==> config.mk <==
export PLATFORM = sky130hd
export DESIGN_NAME = focus_rest_interval_timer
export DESIGN_NICKNAME = d
export VERILOG_FILES = /design/src/rtl/frit_pkg.sv /design/src/rtl/frit_cfg.sv /design/src/rtl/frit_core.sv /design/src/rtl/frit_outq.sv /design/src/rtl/focus_rest_interval_timer.sv
export SDC_FILE = /design/constraint.sdc
export NUM_CORES = 1
export LEC_CHECK = 0
export BUFFER_PORTS_ARGS = -buffer_cell sky130_fd_sc_hd__buf_2
export CORE_UTILIZATION = 40
export CTS_BUF_LIST = sky130_fd_sc_hd__clkbuf_4 sky130_fd_sc_hd__clkbuf_8
export DETAILED_ROUTE_END_ITERATION = 12
export GPL_ROUTABILITY_DRIVEN = 0
export GPL_TIMING_DRIVEN = 0
export PLACE_DENSITY = 0.65
export SYNTH_ARGS = -nofsm -noshare
export SYNTH_HDL_FRONTEND = slang
export SYNTH_SLANG_ARGS = --single-unit
==> constraint.sdc <==
create_clock -name i_clk -period 8.4 [get_ports i_clk]
set_clock_uncertainty 0.1 [all_clocks]
set_input_delay 1.26 -clock i_clk [delete_from_list [all_inputs] [get_ports i_clk]]
set_output_delay 1.26 -clock i_clk [all_outputs]
set_load 0.02 [all_outputs]
==> src/rtl/frit_pkg.sv <==
// ============================================================================
// frit_pkg: shared types and constants of the focus/rest interval timer
// Holds the command codes, end-plan choices, limits, register indexes and the
// structs that travel between the configuration block, the core and the queue.
// ============================================================================
package frit_pkg;

    localparam int MAX_ROUNDS        = 24;
    localparam int MAX_FOCUS_MINUTES = 120;
    localparam int MAX_REST_MINUTES  = 60;
    localparam int SECS_PER_MIN      = 60;

    localparam int SEC_W   = 13;
    localparam int ROUND_W = 5;
    localparam int FOCUS_W = 7;
    localparam int REST_W  = 6;
    localparam int ADDR_W  = 4;
    localparam int DATA_W  = 32;

    localparam logic [FOCUS_W-1:0] FOCUS_RESET  = 7'd25;
    localparam logic [REST_W-1:0]  REST_RESET   = 6'd5;
    localparam logic [ROUND_W-1:0] ROUNDS_RESET = 5'd4;

    // Register indexes, taken from paddr[3:2].
    localparam logic [1:0] REG_FOCUS  = 2'd0;
    localparam logic [1:0] REG_REST   = 2'd1;
    localparam logic [1:0] REG_ROUNDS = 2'd2;

    typedef enum logic [2:0] {
        KIND_TICK      = 3'd0,
        KIND_START     = 3'd1,
        KIND_PAUSE     = 3'd2,
        KIND_RESUME    = 3'd3,
        KIND_END_FOCUS = 3'd4,
        KIND_SKIP_REST = 3'd5,
        KIND_END_PLAN  = 3'd6,
        KIND_RESET     = 3'd7
    } t_kind;

    localparam logic [1:0] CHOICE_RECORD  = 2'd0;
    localparam logic [1:0] CHOICE_DISCARD = 2'd1;
    localparam logic [1:0] CHOICE_CANCEL  = 2'd2;

    // Clamped phase lengths and round limit as the core uses them.
    typedef struct packed {
        logic [SEC_W-1:0]   focus_len;
        logic [SEC_W-1:0]   rest_len;
        logic [ROUND_W-1:0] rounds;
    } t_cfg_lens;

    typedef struct packed {
        logic [SEC_W-1:0]   remaining_seconds;
        logic [ROUND_W-1:0] round_number;
        logic               resting;
        logic               counting;
        logic               record_valid;
        logic [SEC_W-1:0]   record_seconds;
        logic               record_early;
        logic               plan_ended;
    } t_result;

endpackage

==> src/rtl/frit_cfg.sv <==
// ============================================================================
// frit_cfg: configuration registers behind an APB-style port
// Stores focus length, rest length and round count, and derives the clamped
// phase lengths in seconds for the core.
// ============================================================================
module frit_cfg #(
    parameter int MAX_ROUNDS        = frit_pkg::MAX_ROUNDS,
    parameter int MAX_FOCUS_MINUTES = frit_pkg::MAX_FOCUS_MINUTES
) (
    input  logic                          i_clk,
    input  logic                          i_rst_n,
    input  logic                          psel,
    input  logic                          penable,
    input  logic                          pwrite,
    input  logic [frit_pkg::ADDR_W-1:0]   paddr,
    input  logic [frit_pkg::DATA_W-1:0]   pwdata,
    output logic [frit_pkg::DATA_W-1:0]   prdata,
    output logic                          pready,
    output frit_pkg::t_cfg_lens           o_lens
);

    localparam int FocusCap  = (MAX_FOCUS_MINUTES > 127) ? 127 : MAX_FOCUS_MINUTES;
    localparam int RoundsCap = (MAX_ROUNDS > 31) ? 31 : MAX_ROUNDS;
    localparam logic [frit_pkg::FOCUS_W-1:0] FocusHi  = frit_pkg::FOCUS_W'(FocusCap);
    localparam logic [frit_pkg::REST_W-1:0]  RestHi   =
        frit_pkg::REST_W'(frit_pkg::MAX_REST_MINUTES);
    localparam logic [frit_pkg::ROUND_W-1:0] RoundsHi = frit_pkg::ROUND_W'(RoundsCap);
    localparam logic [frit_pkg::SEC_W-1:0]   SecsMin  = frit_pkg::SEC_W'(frit_pkg::SECS_PER_MIN);

    logic [frit_pkg::FOCUS_W-1:0] r_focus;
    logic [frit_pkg::REST_W-1:0]  r_rest;
    logic [frit_pkg::ROUND_W-1:0] r_rounds;
    logic [1:0]                   reg_sel;
    logic                         wr_en;
    logic [frit_pkg::FOCUS_W-1:0] focus_clamped;
    logic [frit_pkg::REST_W-1:0]  rest_clamped;

    assign reg_sel = paddr[3:2];
    assign wr_en   = psel & penable & pwrite;
    assign pready  = 1'b1;

    always_ff @(posedge i_clk) begin
        if (!i_rst_n) begin
            r_focus  <= frit_pkg::FOCUS_RESET;
            r_rest   <= frit_pkg::REST_RESET;
            r_rounds <= frit_pkg::ROUNDS_RESET;
        end else if (wr_en) begin
            case (reg_sel)
                frit_pkg::REG_FOCUS:  r_focus  <= pwdata[frit_pkg::FOCUS_W-1:0];
                frit_pkg::REG_REST:   r_rest   <= pwdata[frit_pkg::REST_W-1:0];
                frit_pkg::REG_ROUNDS: r_rounds <= pwdata[frit_pkg::ROUND_W-1:0];
                default: ;
            endcase
        end
    end

    always_comb begin
        case (reg_sel)
            frit_pkg::REG_FOCUS:  prdata = {{(frit_pkg::DATA_W-frit_pkg::FOCUS_W){1'b0}}, r_focus};
            frit_pkg::REG_REST:   prdata = {{(frit_pkg::DATA_W-frit_pkg::REST_W){1'b0}}, r_rest};
            frit_pkg::REG_ROUNDS: prdata = {{(frit_pkg::DATA_W-frit_pkg::ROUND_W){1'b0}}, r_rounds};
            default:              prdata = '0;
        endcase
    end

    always_comb begin
        if (r_focus == '0) begin
            focus_clamped = frit_pkg::FOCUS_W'(1);
        end else if (r_focus > FocusHi) begin
            focus_clamped = FocusHi;
        end else begin
            focus_clamped = r_focus;
        end

        if (r_rest == '0) begin
            rest_clamped = frit_pkg::REST_W'(1);
        end else if (r_rest > RestHi) begin
            rest_clamped = RestHi;
        end else begin
            rest_clamped = r_rest;
        end

        if (r_rounds == '0) begin
            o_lens.rounds = frit_pkg::ROUND_W'(1);
        end else if (r_rounds > RoundsHi) begin
            o_lens.rounds = RoundsHi;
        end else begin
            o_lens.rounds = r_rounds;
        end

        o_lens.focus_len = SecsMin * {{(frit_pkg::SEC_W-frit_pkg::FOCUS_W){1'b0}}, focus_clamped};
        o_lens.rest_len  = SecsMin * {{(frit_pkg::SEC_W-frit_pkg::REST_W){1'b0}}, rest_clamped};
    end

endmodule

==> src/rtl/frit_core.sv <==
// ============================================================================
// frit_core: timer state and per-command update
// Applies one accepted command to the phase state and forms its result.
// ============================================================================
module frit_core (
    input  logic                  i_clk,
    input  logic                  i_rst_n,
    input  logic                  i_step,
    input  logic [2:0]            i_kind,
    input  logic [1:0]            i_end_choice,
    input  frit_pkg::t_cfg_lens   i_lens,
    output frit_pkg::t_result     o_result
);

    logic [frit_pkg::SEC_W-1:0]   r_sec, n_sec;
    logic [frit_pkg::ROUND_W-1:0] r_round, n_round;
    logic                         r_rest, n_rest;
    logic                         r_active, n_active;
    logic [frit_pkg::SEC_W-1:0]   focused;
    logic [frit_pkg::SEC_W-1:0]   sec_dec;
    logic                         more_rounds;
    frit_pkg::t_kind              kind;

    assign kind        = frit_pkg::t_kind'(i_kind);
    assign focused     = (i_lens.focus_len > r_sec) ? i_lens.focus_len - r_sec : '0;
    assign sec_dec     = (r_sec != '0) ? r_sec - frit_pkg::SEC_W'(1) : '0;
    assign more_rounds = r_round < i_lens.rounds;

    always_ff @(posedge i_clk) begin
        if (!i_rst_n) begin
            r_sec    <= '0;
            r_round  <= '0;
            r_rest   <= 1'b0;
            r_active <= 1'b0;
        end else if (i_step) begin
            r_sec    <= n_sec;
            r_round  <= n_round;
            r_rest   <= n_rest;
            r_active <= n_active;
        end
    end

    always_comb begin
        logic fin;
        logic go_rest;
        logic go_focus;
        fin      = 1'b0;
        go_rest  = 1'b0;
        go_focus = 1'b0;
        n_sec    = r_sec;
        n_round  = r_round;
        n_rest   = r_rest;
        n_active = r_active;
        o_result.record_valid   = 1'b0;
        o_result.record_seconds = '0;
        o_result.record_early   = 1'b0;

        case (kind)
            frit_pkg::KIND_TICK: begin
                if (r_active) begin
                    n_sec = sec_dec;
                    if (sec_dec == '0) begin
                        n_active = 1'b0;
                        if (!r_rest) begin
                            o_result.record_valid   = 1'b1;
                            o_result.record_seconds = i_lens.focus_len;
                            go_rest = more_rounds;
                        end else begin
                            go_focus = more_rounds;
                        end
                        fin = !more_rounds;
                    end
                end
            end
            frit_pkg::KIND_START: begin
                n_round  = frit_pkg::ROUND_W'(1);
                n_rest   = 1'b0;
                n_sec    = i_lens.focus_len;
                n_active = 1'b1;
            end
            frit_pkg::KIND_PAUSE: begin
                n_active = 1'b0;
            end
            frit_pkg::KIND_RESUME: begin
                if (r_sec != '0 && r_round != '0) begin
                    n_active = 1'b1;
                end
            end
            frit_pkg::KIND_END_FOCUS: begin
                if (r_round != '0 && !r_rest) begin
                    if (focused != '0) begin
                        o_result.record_valid   = 1'b1;
                        o_result.record_seconds = focused;
                        o_result.record_early   = 1'b1;
                    end
                    n_active = 1'b0;
                    go_rest  = more_rounds;
                    fin      = !more_rounds;
                end
            end
            frit_pkg::KIND_SKIP_REST: begin
                if (r_round != '0 && r_rest) begin
                    n_active = 1'b0;
                    go_focus = more_rounds;
                    fin      = !more_rounds;
                end
            end
            frit_pkg::KIND_END_PLAN: begin
                if (r_round != '0) begin
                    fin = 1'b1;
                    if (!r_rest && focused != '0) begin
                        if (i_end_choice == frit_pkg::CHOICE_CANCEL) begin
                            fin = 1'b0;
                        end else if (i_end_choice == frit_pkg::CHOICE_RECORD) begin
                            o_result.record_valid   = 1'b1;
                            o_result.record_seconds = focused;
                            o_result.record_early   = 1'b1;
                        end
                    end
                end
            end
            frit_pkg::KIND_RESET: begin
                n_active = 1'b0;
                n_round  = '0;
                n_rest   = 1'b0;
                n_sec    = i_lens.focus_len;
            end
            default: ;
        endcase

        // Phase transitions shared by several commands.
        if (go_rest) begin
            n_rest   = 1'b1;
            n_sec    = i_lens.rest_len;
            n_active = 1'b1;
        end
        if (go_focus) begin
            n_round  = r_round + frit_pkg::ROUND_W'(1);
            n_rest   = 1'b0;
            n_sec    = i_lens.focus_len;
            n_active = 1'b1;
        end
        if (fin) begin
            n_active = 1'b0;
            n_sec    = '0;
            n_round  = '0;
            n_rest   = 1'b0;
        end

        o_result.plan_ended        = fin;
        o_result.remaining_seconds = n_sec;
        o_result.round_number      = n_round;
        o_result.resting           = n_rest;
        o_result.counting          = n_active;
    end

endmodule

==> src/rtl/frit_outq.sv <==
// ============================================================================
// frit_outq: two-entry result queue
// Holds finished results so the input side keeps flowing while the output
// side stalls, until both entries are occupied.
// ============================================================================
module frit_outq (
    input  logic               i_clk,
    input  logic               i_rst_n,
    input  logic               i_push,
    input  frit_pkg::t_result  i_data,
    output logic               o_not_full,
    output logic               o_valid,
    input  logic               i_pop_ready,
    output frit_pkg::t_result  o_data
);

    frit_pkg::t_result r_mem [2];
    logic              r_wr_ptr;
    logic              r_rd_ptr;
    logic [1:0]        r_count;
    logic              pop;

    assign o_not_full = r_count != 2'd2;
    assign o_valid    = r_count != 2'd0;
    assign pop        = o_valid & i_pop_ready;
    assign o_data     = r_mem[r_rd_ptr];

    always_ff @(posedge i_clk) begin
        if (i_push) begin
            r_mem[r_wr_ptr] <= i_data;
        end
    end

    always_ff @(posedge i_clk) begin
        if (!i_rst_n) begin
            r_wr_ptr <= 1'b0;
            r_rd_ptr <= 1'b0;
            r_count  <= 2'd0;
        end else begin
            if (i_push) begin
                r_wr_ptr <= ~r_wr_ptr;
            end
            if (pop) begin
                r_rd_ptr <= ~r_rd_ptr;
            end
            case ({i_push, pop})
                2'b10:   r_count <= r_count + 2'd1;
                2'b01:   r_count <= r_count - 2'd1;
                default: r_count <= r_count;
            endcase
        end
    end

endmodule

==> src/rtl/focus_rest_interval_timer.sv <==
// ============================================================================
// focus_rest_interval_timer: focus/rest countdown over a set number of rounds
// Top level: configuration port, command core and result queue.
// ============================================================================
// Every accepted command (a one-second tick, start, pause, resume, end focus,
// skip rest, end plan or reset) produces exactly one result, and the block
// takes one command per clock cycle: the core updates its state in the cycle
// of acceptance and writes the result into a two-entry output queue, so a new
// command is taken even while one result waits to be read, and input ready
// drops only when both queue entries are occupied. Each result is written
// into the output queue and shown once the results ahead of it are read.
// Phase lengths come from the focus and rest registers in minutes, clamped
// to their legal ranges and scaled to seconds; the round count is clamped
// the same way. Registers are written through the APB-style port and
// should only change while the timer has no results pending.
module focus_rest_interval_timer #(
    parameter int MAX_ROUNDS        = frit_pkg::MAX_ROUNDS,
    parameter int MAX_FOCUS_MINUTES = frit_pkg::MAX_FOCUS_MINUTES
) (
    input  logic                          i_clk,
    input  logic                          i_rst_n,

    input  logic                          i_in_valid,
    output logic                          o_in_ready,
    input  logic [2:0]                    i_kind,
    input  logic [1:0]                    i_end_choice,

    output logic                          o_out_valid,
    input  logic                          i_out_ready,
    output logic [frit_pkg::SEC_W-1:0]    o_remaining_seconds,
    output logic [frit_pkg::ROUND_W-1:0]  o_round_number,
    output logic                          o_resting,
    output logic                          o_counting,
    output logic                          o_record_valid,
    output logic [frit_pkg::SEC_W-1:0]    o_record_seconds,
    output logic                          o_record_early,
    output logic                          o_plan_ended,

    input  logic                          psel,
    input  logic                          penable,
    input  logic                          pwrite,
    input  logic [frit_pkg::ADDR_W-1:0]   paddr,
    input  logic [frit_pkg::DATA_W-1:0]   pwdata,
    output logic [frit_pkg::DATA_W-1:0]   prdata,
    output logic                          pready
);

    frit_pkg::t_cfg_lens lens;
    frit_pkg::t_result   core_result;
    frit_pkg::t_result   out_result;
    logic                step;

    // A command transaction completes when valid meets a free queue slot.
    assign step = i_in_valid & o_in_ready;

    frit_cfg #(
        .MAX_ROUNDS        (MAX_ROUNDS),
        .MAX_FOCUS_MINUTES (MAX_FOCUS_MINUTES)
    ) u_cfg (
        .i_clk   (i_clk),
        .i_rst_n (i_rst_n),
        .psel    (psel),
        .penable (penable),
        .pwrite  (pwrite),
        .paddr   (paddr),
        .pwdata  (pwdata),
        .prdata  (prdata),
        .pready  (pready),
        .o_lens  (lens)
    );

    frit_core u_core (
        .i_clk        (i_clk),
        .i_rst_n      (i_rst_n),
        .i_step       (step),
        .i_kind       (i_kind),
        .i_end_choice (i_end_choice),
        .i_lens       (lens),
        .o_result     (core_result)
    );

    frit_outq u_outq (
        .i_clk       (i_clk),
        .i_rst_n     (i_rst_n),
        .i_push      (step),
        .i_data      (core_result),
        .o_not_full  (o_in_ready),
        .o_valid     (o_out_valid),
        .i_pop_ready (i_out_ready),
        .o_data      (out_result)
    );

    // Unpack the queued result onto the individual output ports.
    assign o_remaining_seconds = out_result.remaining_seconds;
    assign o_round_number      = out_result.round_number;
    assign o_resting           = out_result.resting;
    assign o_counting          = out_result.counting;
    assign o_record_valid      = out_result.record_valid;
    assign o_record_seconds    = out_result.record_seconds;
    assign o_record_early      = out_result.record_early;
    assign o_plan_ended        = out_result.plan_ended;

endmodule
==> out/qor.csv, run 1 <==
metric,value,unit
status,"finished, final reports clean",
GRT Overall Usage,19.12,%
RR Startpoint,u_cfg.r_focus[3]$_SDFFE_PN1P_,
Top Ports,119,
number of port buffers,65,
Mapped Cells,822,
Worst Hold Class,reg -> reg,
CP Max Fanout,11,
"CTS clk-pin slew, worst paths",0.08,ns
"FFs w/ async S/R, synth",0,%
Worst-Skew Late Latency,0.45,ns
number of flops mapped to enable cells by yosys,72,
post-CTS setup repair buffer count,0,
Synth warnings,0,
post-synth top area share,27.26,%
CTS tree,yes,
CTS hold repair buffers,0,
Core Area,19460,sq um
die width,142.8,um
unrepaired setup endpoints after global routing,no,
min Tclk post-route,7.204,ns
Nets,1046,
Power Total,1858,uW
Starting DRT DRC Count,416,
area grow syn2layout,14.79,%
required time of the critical path,8.47,ns
clock buffer depth,2,
vias,6309,
"Hold Vio Cnt, Final",0,
placed instance count,1178,
Hold Path Sink,u_core.r_active$_SDFFE_PN0P_,
Place WS,1.248,ns
Setup TNS,0,ns
Crit Path Class,reg -> reg,
Critical Path Sink Type,flop,
Routed Antenna Nets,0,
Rel. slew slack,16.67,%
first-pass GRT wire length,29.72,mm
layout cells sized above 1,20.32,%
FF-to-FF path depth,24,
largest net degree at the start of global routing,33,
initial antenna violation count,0,
maximum VDD drop,0.0001054,V
drt drc,0,
ANT cells,0,
fill count,1863,
Yosys top cell by area,edfxtp_1,
Worst Setup Start Kind,flop,
detailed placement HPWL,14.60,mm
Worst Tran Pin Value,1.247,ns
Clock Sinks,115,
fmax,0.1388,GHz
HP Start,u_core.r_active$_SDFFE_PN0P_,
sequential element share of the synthesized area,38.11,%
"Top FF cell, synth",edfxtp_1,
H-tree levels,4,
R2R Path End,u_outq.r_mem[1][30]$_DFFE_PP_,
# Max-Cap Violations,0,
vias in the first global route,5821,
Root Driver,clkbuf_8,
Pleak,0.003849,uW
grt ovf,0,
"Distinct cells, synth",76,
final worst slack,1.196,ns
Setup Viol. Count Final,0,
crit path DAT,7.27,ns
WL per Instance,15.55,um
main area contributors after synthesis,"edfxtp_1 (27%), dfxtp_1 (11%), ha_1 (7.6%)",
post_cts resized,0,
Initial Utilization,40.76,%
#FFs+latches synth,115,
TritonCTS buffer count,17,
R2R Setup Slk,1.20,ns
hold-critical path depth,2,
num rows,51,
drt pass-1 iters,6,
final WL,18.81,mm
PD cells,204.0,nW/um^2
final core utilization,46.79,%
Die ar.,20400,sq um
Avg Inst Size Synth,9.650,sq um
vias per inst,5.214,
Finished Layout Cells,1210,
Netlist Area Pre-Place,7933,sq um
die height,142.8,um
final period utilization,85.76,%
Slew Limit Fails,0,
==> worst max path at each step <==
stage               slack (ns)                       endpoint  cells after the start                          start
floorplan                 2.57  u_outq.r_mem[0][30]$_DFFE_PP_                     25  u_cfg.r_focus[3]$_SDFFE_PN1P_
global placement          1.29  u_outq.r_mem[0][30]$_DFFE_PP_                     24  u_cfg.r_focus[3]$_SDFFE_PN1P_
detailed placement        1.25  u_outq.r_mem[0][22]$_DFFE_PP_                     24  u_cfg.r_focus[3]$_SDFFE_PN1P_
CTS                       1.22  u_outq.r_mem[1][28]$_DFFE_PP_                     24  u_cfg.r_focus[3]$_SDFFE_PN1P_
global route              0.69  u_outq.r_mem[0][28]$_DFFE_PP_                     24  u_cfg.r_focus[3]$_SDFFE_PN1P_
finish                    1.20  u_outq.r_mem[1][30]$_DFFE_PP_                     24  u_cfg.r_focus[3]$_SDFFE_PN1P_
==> synthesized netlist by cell type, drive strengths merged, types with 17 or more instances <==
library cell,number
edfxtp,72
inv,70
nor2,70
nand2,58
ha,48
o21ai,46
dfxtp,43
buf,38
mux2,38
a21oi,34
mux2i,34
clkbuf,29
nor3,26
fa,18
xnor2,17
==> metal layers <==
| metal | up-vias | track usage, % | share of wire [%] |
|---|---|---|---|
| li1 | 3100 | - | - |
| met1 | 2968 | 25.56 | 46 |
| met2 | 211 | 30.75 | 46 |
| met3 | 30 | 3.555 | 6.1 |
| met4 | 0 | 6.961 | 2.1 |
| met5 | - | 0 | 0 |
==> worst max-delay path: stages, from the launching register on <==
cell and delay (ns):
dfxtp_1 0.31, clkbuf_1 0.29, nand4_1 0.21, a21oi_1 0.52, inv_1 0.23, fa_1 0.60
inv_1 0.06, fa_1 0.47, inv_1 0.06, ha_1 0.26, a21o_1 0.17, a21oi_1 0.20
xor2_1 0.50, inv_1 0.09, ha_1 0.28, clkbuf_1 0.20, a211oi_1 0.31, o21ai_0 0.17
a21o_1 0.22, a211oi_2 0.24, xnor2_1 0.13, or4_4 0.54, o221ai_4 0.34, buf_2 0.32
nor2_1 0.09
==> registers in the layout (all words and copies together), names as in the netlist, named ones only <==
register and flops:
u_core.r_sec 13, u_outq.r_rd_ptr 1, u_cfg.r_rest 6, u_core.r_rest 1, u_cfg.r_rounds 5, u_cfg.r_focus 7
u_core.r_round 5, u_core.r_active 1, u_outq.r_mem 72, u_outq.r_count 2, u_outq.r_wr_ptr 1
==> layout make-up <==
cell class                      instances  area (sq um)  share of cell area (%)
Sequential cell                       115          3023                   33.20
Inverter                               72         270.3                   2.968
Multi-Input combinational cell        592          4364                   47.93
Tap cell                              265         331.6                   3.641
Clock buffer                           18         241.5                   2.652
Timing Repair Buffer                   67         365.4                   4.012
Buffer                                 67         380.4                   4.177
Clock inverter                         14         130.1                   1.429
==> report_power, final <==
part           switching (uW)  internal (uW)  total [uW]
Combinational             414            257         671
Sequential               23.5            676         700
Clock                     247            240         487
Total                     684           1170        1860
==> cells in the final DEF, fill, tap and decap left out, drive strengths merged, types with 5 or more instances in the layout <==
master  instances
a21o            7
a21oi          34
a22o            8
and2           10
buf           105
clkbuf         47
clkinv          8
conb           26
dfxtp          43
edfxtp         72
fa             18
ha             48
inv            74
mux2           38
mux2i          34
nand2          58
nand2b          7
nand3          12
nand4           9
nor2           70
nor2b          12
nor3           26
nor3b           7
nor4            5
o21a            5
o21ai          46
o22ai          12
o32ai           5
or3             6
xnor2          17
xor2            9
==> kinds of logic after synthesis <==
group / synth area share, %
AOI/OAI and AO/OA: 13.38
xor gates and xnor gates: 2.871
adders and majority gates: 12.11
buffers and inverters: 8.202
DFF: 38.11
muxes: 9.685
other: 0.09467
and+or+nand+nor: 15.55
==> per-stage QoR <==
stage          hold WS [ns]  cell area [sq um]
2_1_floorplan        0.3482               8023
3_3_place_gp         0.3832               8680
3_5_place_dp         0.3879               8735
4_1_cts              0.3978               9106
5_1_grt              0.4158               9106
6_report             0.4018               9106
Power figures use the tool's default switching activity.
==> inputs of run 2 (changes only) <==
CORE_ASPECT_RATIO = 0.5   (was not set)
==> run 2 against run 1 <==
Clock power is 4.9% higher. Die area rose by 0.17%. Largest power group unchanged. Register-to-register slack lost 0.16 ns. Sequential power hardly changed. Global-route usage rose by 1.3 points. Sequential cell count did not move. Clock-buffer cell count grew 1. Sequential share of layout area hardly changed.
==> out/qor.csv, run 2 (synthesized netlist as in run 1, its figures left out) <==
metric,value,unit
unrepaired setup endpoints after global routing,no,
Crit Path Class,reg -> reg,
min Tclk post-route,7.364,ns
Place WS,1.138,ns
largest net degree at the start of global routing,31,
Power Total,1896,uW
number of port buffers,65,
Initial Utilization,41.93,%
H-tree levels,4,
status,"finished, final reports clean",
crit path DAT,7.41,ns
PD cells,208.0,nW/um^2
"Hold Vio Cnt, Final",0,
Root Driver,clkbuf_8,
Hold Path Sink,u_core.r_active$_SDFFE_PN0P_,
final period utilization,87.67,%
maximum VDD drop,0.00007137,V
die width,201.2,um
Largest register FFs,72,
"CTS clk-pin slew, worst paths",0.08,ns
layout cells sized above 1,20.42,%
Setup Viol. Count Final,0,
final WL,20.33,mm
required time of the critical path,8.45,ns
critical path cell sequence,clkbuf_1 > nand4_1 > a21oi_1 > inv_1 > fa_1 > inv_1 > fa_1 > inv_1 > ha_1 > a21o_1 > a21oi_1 > xor2_1 > inv_1 > ha_1 > clkbuf_1 > a211oi_1 > o21ai_0 > a21o_1 > a211oi_2 > xnor2_1 > or4_4 > o221ai_4 > buf_2 > nor2_1,
CP Max Fanout,11,
Setup TNS,0,ns
Core Area,18920,sq um
"commonest non-fill, non-tap cells in the layout","buf_2 (72), edfxtp_1 (72), inv_1 (70)",
post_cts resized,0,
TritonCTS buffer count,17,
vias per inst,5.251,
crit-path max cell delay,0.60,ns
fill count,1801,
largest registers,"u_outq.r_mem (72), u_core.r_sec (13), u_cfg.r_focus (7)",
detailed placement HPWL,15.66,mm
hold-critical path depth,2,
Worst-Skew Late Latency,0.42,ns
Die ar.,20430,sq um
final worst slack,1.036,ns
Slew Limit Fails,0,
Clock Sinks,115,
initial antenna violation count,0,
WHS,0.4010,ns
drt pass-1 iters,5,
Pleak,0.003848,uW
first-pass GRT wire length,32.24,mm
"Most flops, register",u_outq.r_mem,
vias,6322,
# Max-Cap Violations,0,
slowest cell on the critical path,fa_1,
fmax,0.1358,GHz
num rows,35,
R2R Path End,u_outq.r_mem[1][29]$_DFFE_PP_,
RR Startpoint,u_cfg.r_focus[3]$_SDFFE_PN1P_,
area grow syn2layout,14.89,%
GRT Overall Usage,20.40,%
R2R Setup Slk,1.04,ns
Worst Setup Start Kind,flop,
clock buffer depth,2,
FF-to-FF path depth,24,
WL per Instance,16.88,um
ANT cells,0,
Worst Tran Pin Value,1.137,ns
post-CTS setup repair buffer count,0,
Rel. slew slack,24.01,%
Worst Hold Class,reg -> reg,
Starting DRT DRC Count,658,
Routed Antenna Nets,0,
die height,101.6,um
drt drc,0,
crit path launch,u_cfg.r_focus[3]$_SDFFE_PN1P_,
HP Start,u_core.r_active$_SDFFE_PN0P_,
CTS tree,yes,
final core utilization,48.17,%
vias in the first global route,5944,
most frequent CP cell,inv_1,
grt ovf,0,
CTS hold repair buffers,0,
Top Ports,119,
Critical Path Sink Type,flop,
Nets,1046,
## run 2: changes by cell type in the layout (fill, tap and decap cells not counted), sizes merged
cell and delta:
clkbuf +1, clkinv -3, clkinvlp +2
## run 2: stage by stage
step / cell area (sq um) / cells
3_3_place_gp: 8672 / 1170
5_1_grt: 9114 / 1204
6_report: 9114 / 1204
3_5_place_dp: 8727 / 1172
2_1_floorplan: 8023 / 846
4_1_cts: 9114 / 1204
## run 2: layout make-up
class / count / area (sq um) / area share [%]
buffer: 67 / 380.4 / 4.174
multi-input combinational: 592 / 4364 / 47.89
clock buffer: 19 / 261.5 / 2.869
inverter: 72 / 270.3 / 2.965
clock inverter: 13 / 125.1 / 1.373
sequential: 115 / 3023 / 33.17
timing repair buffer: 67 / 365.4 / 4.009
tap: 259 / 324.1 / 3.556
## run 2: worst max-delay path, delay by kind of cell, from the launching register on
family	cells	cell delay (ns)
DFF	1	0.31
buffers and inverters	7	1.27
and+or+nand+nor	3	0.87
AOI/OAI and AO/OA	8	2.19
adders and majority gates	4	1.63
xor gates and xnor gates	2	0.69
## run 2: report_power, final
group	switching [uW]	total, uW	internal [uW]
clock network	258	511	253
registers	22.7	699	676
logic	427	685	258
total	708	1900	1190
## run 2: layer usage
layer | vias up | share of wire [%] | track usage (%)
met5 | - | 0 | 0
met4 | 0 | 1.6 | 6.577
met3 | 26 | 7.8 | 4.376
met2 | 242 | 41 | 29.33
met1 | 2955 | 49 | 30.20
li1 | 3099 | - | -
## run 2: worst max path at each step
| stage | to | depth (start not counted) | slack [ns] |
|---|---|---|---|
| final | u_outq.r_mem[1][29]$_DFFE_PP_ | 24 | 1.04 |
| after CTS | u_outq.r_mem[0][29]$_DFFE_PP_ | 24 | 1.11 |
| after floorplan | u_outq.r_mem[0][30]$_DFFE_PP_ | 25 | 2.57 |
| after detailed placement | u_outq.r_mem[1][29]$_DFFE_PP_ | 24 | 1.14 |
| after global routing | u_outq.r_mem[0][29]$_DFFE_PP_ | 24 | 0.64 |
| after global placement | u_outq.r_mem[0][30]$_DFFE_PP_ | 24 | 1.25 |
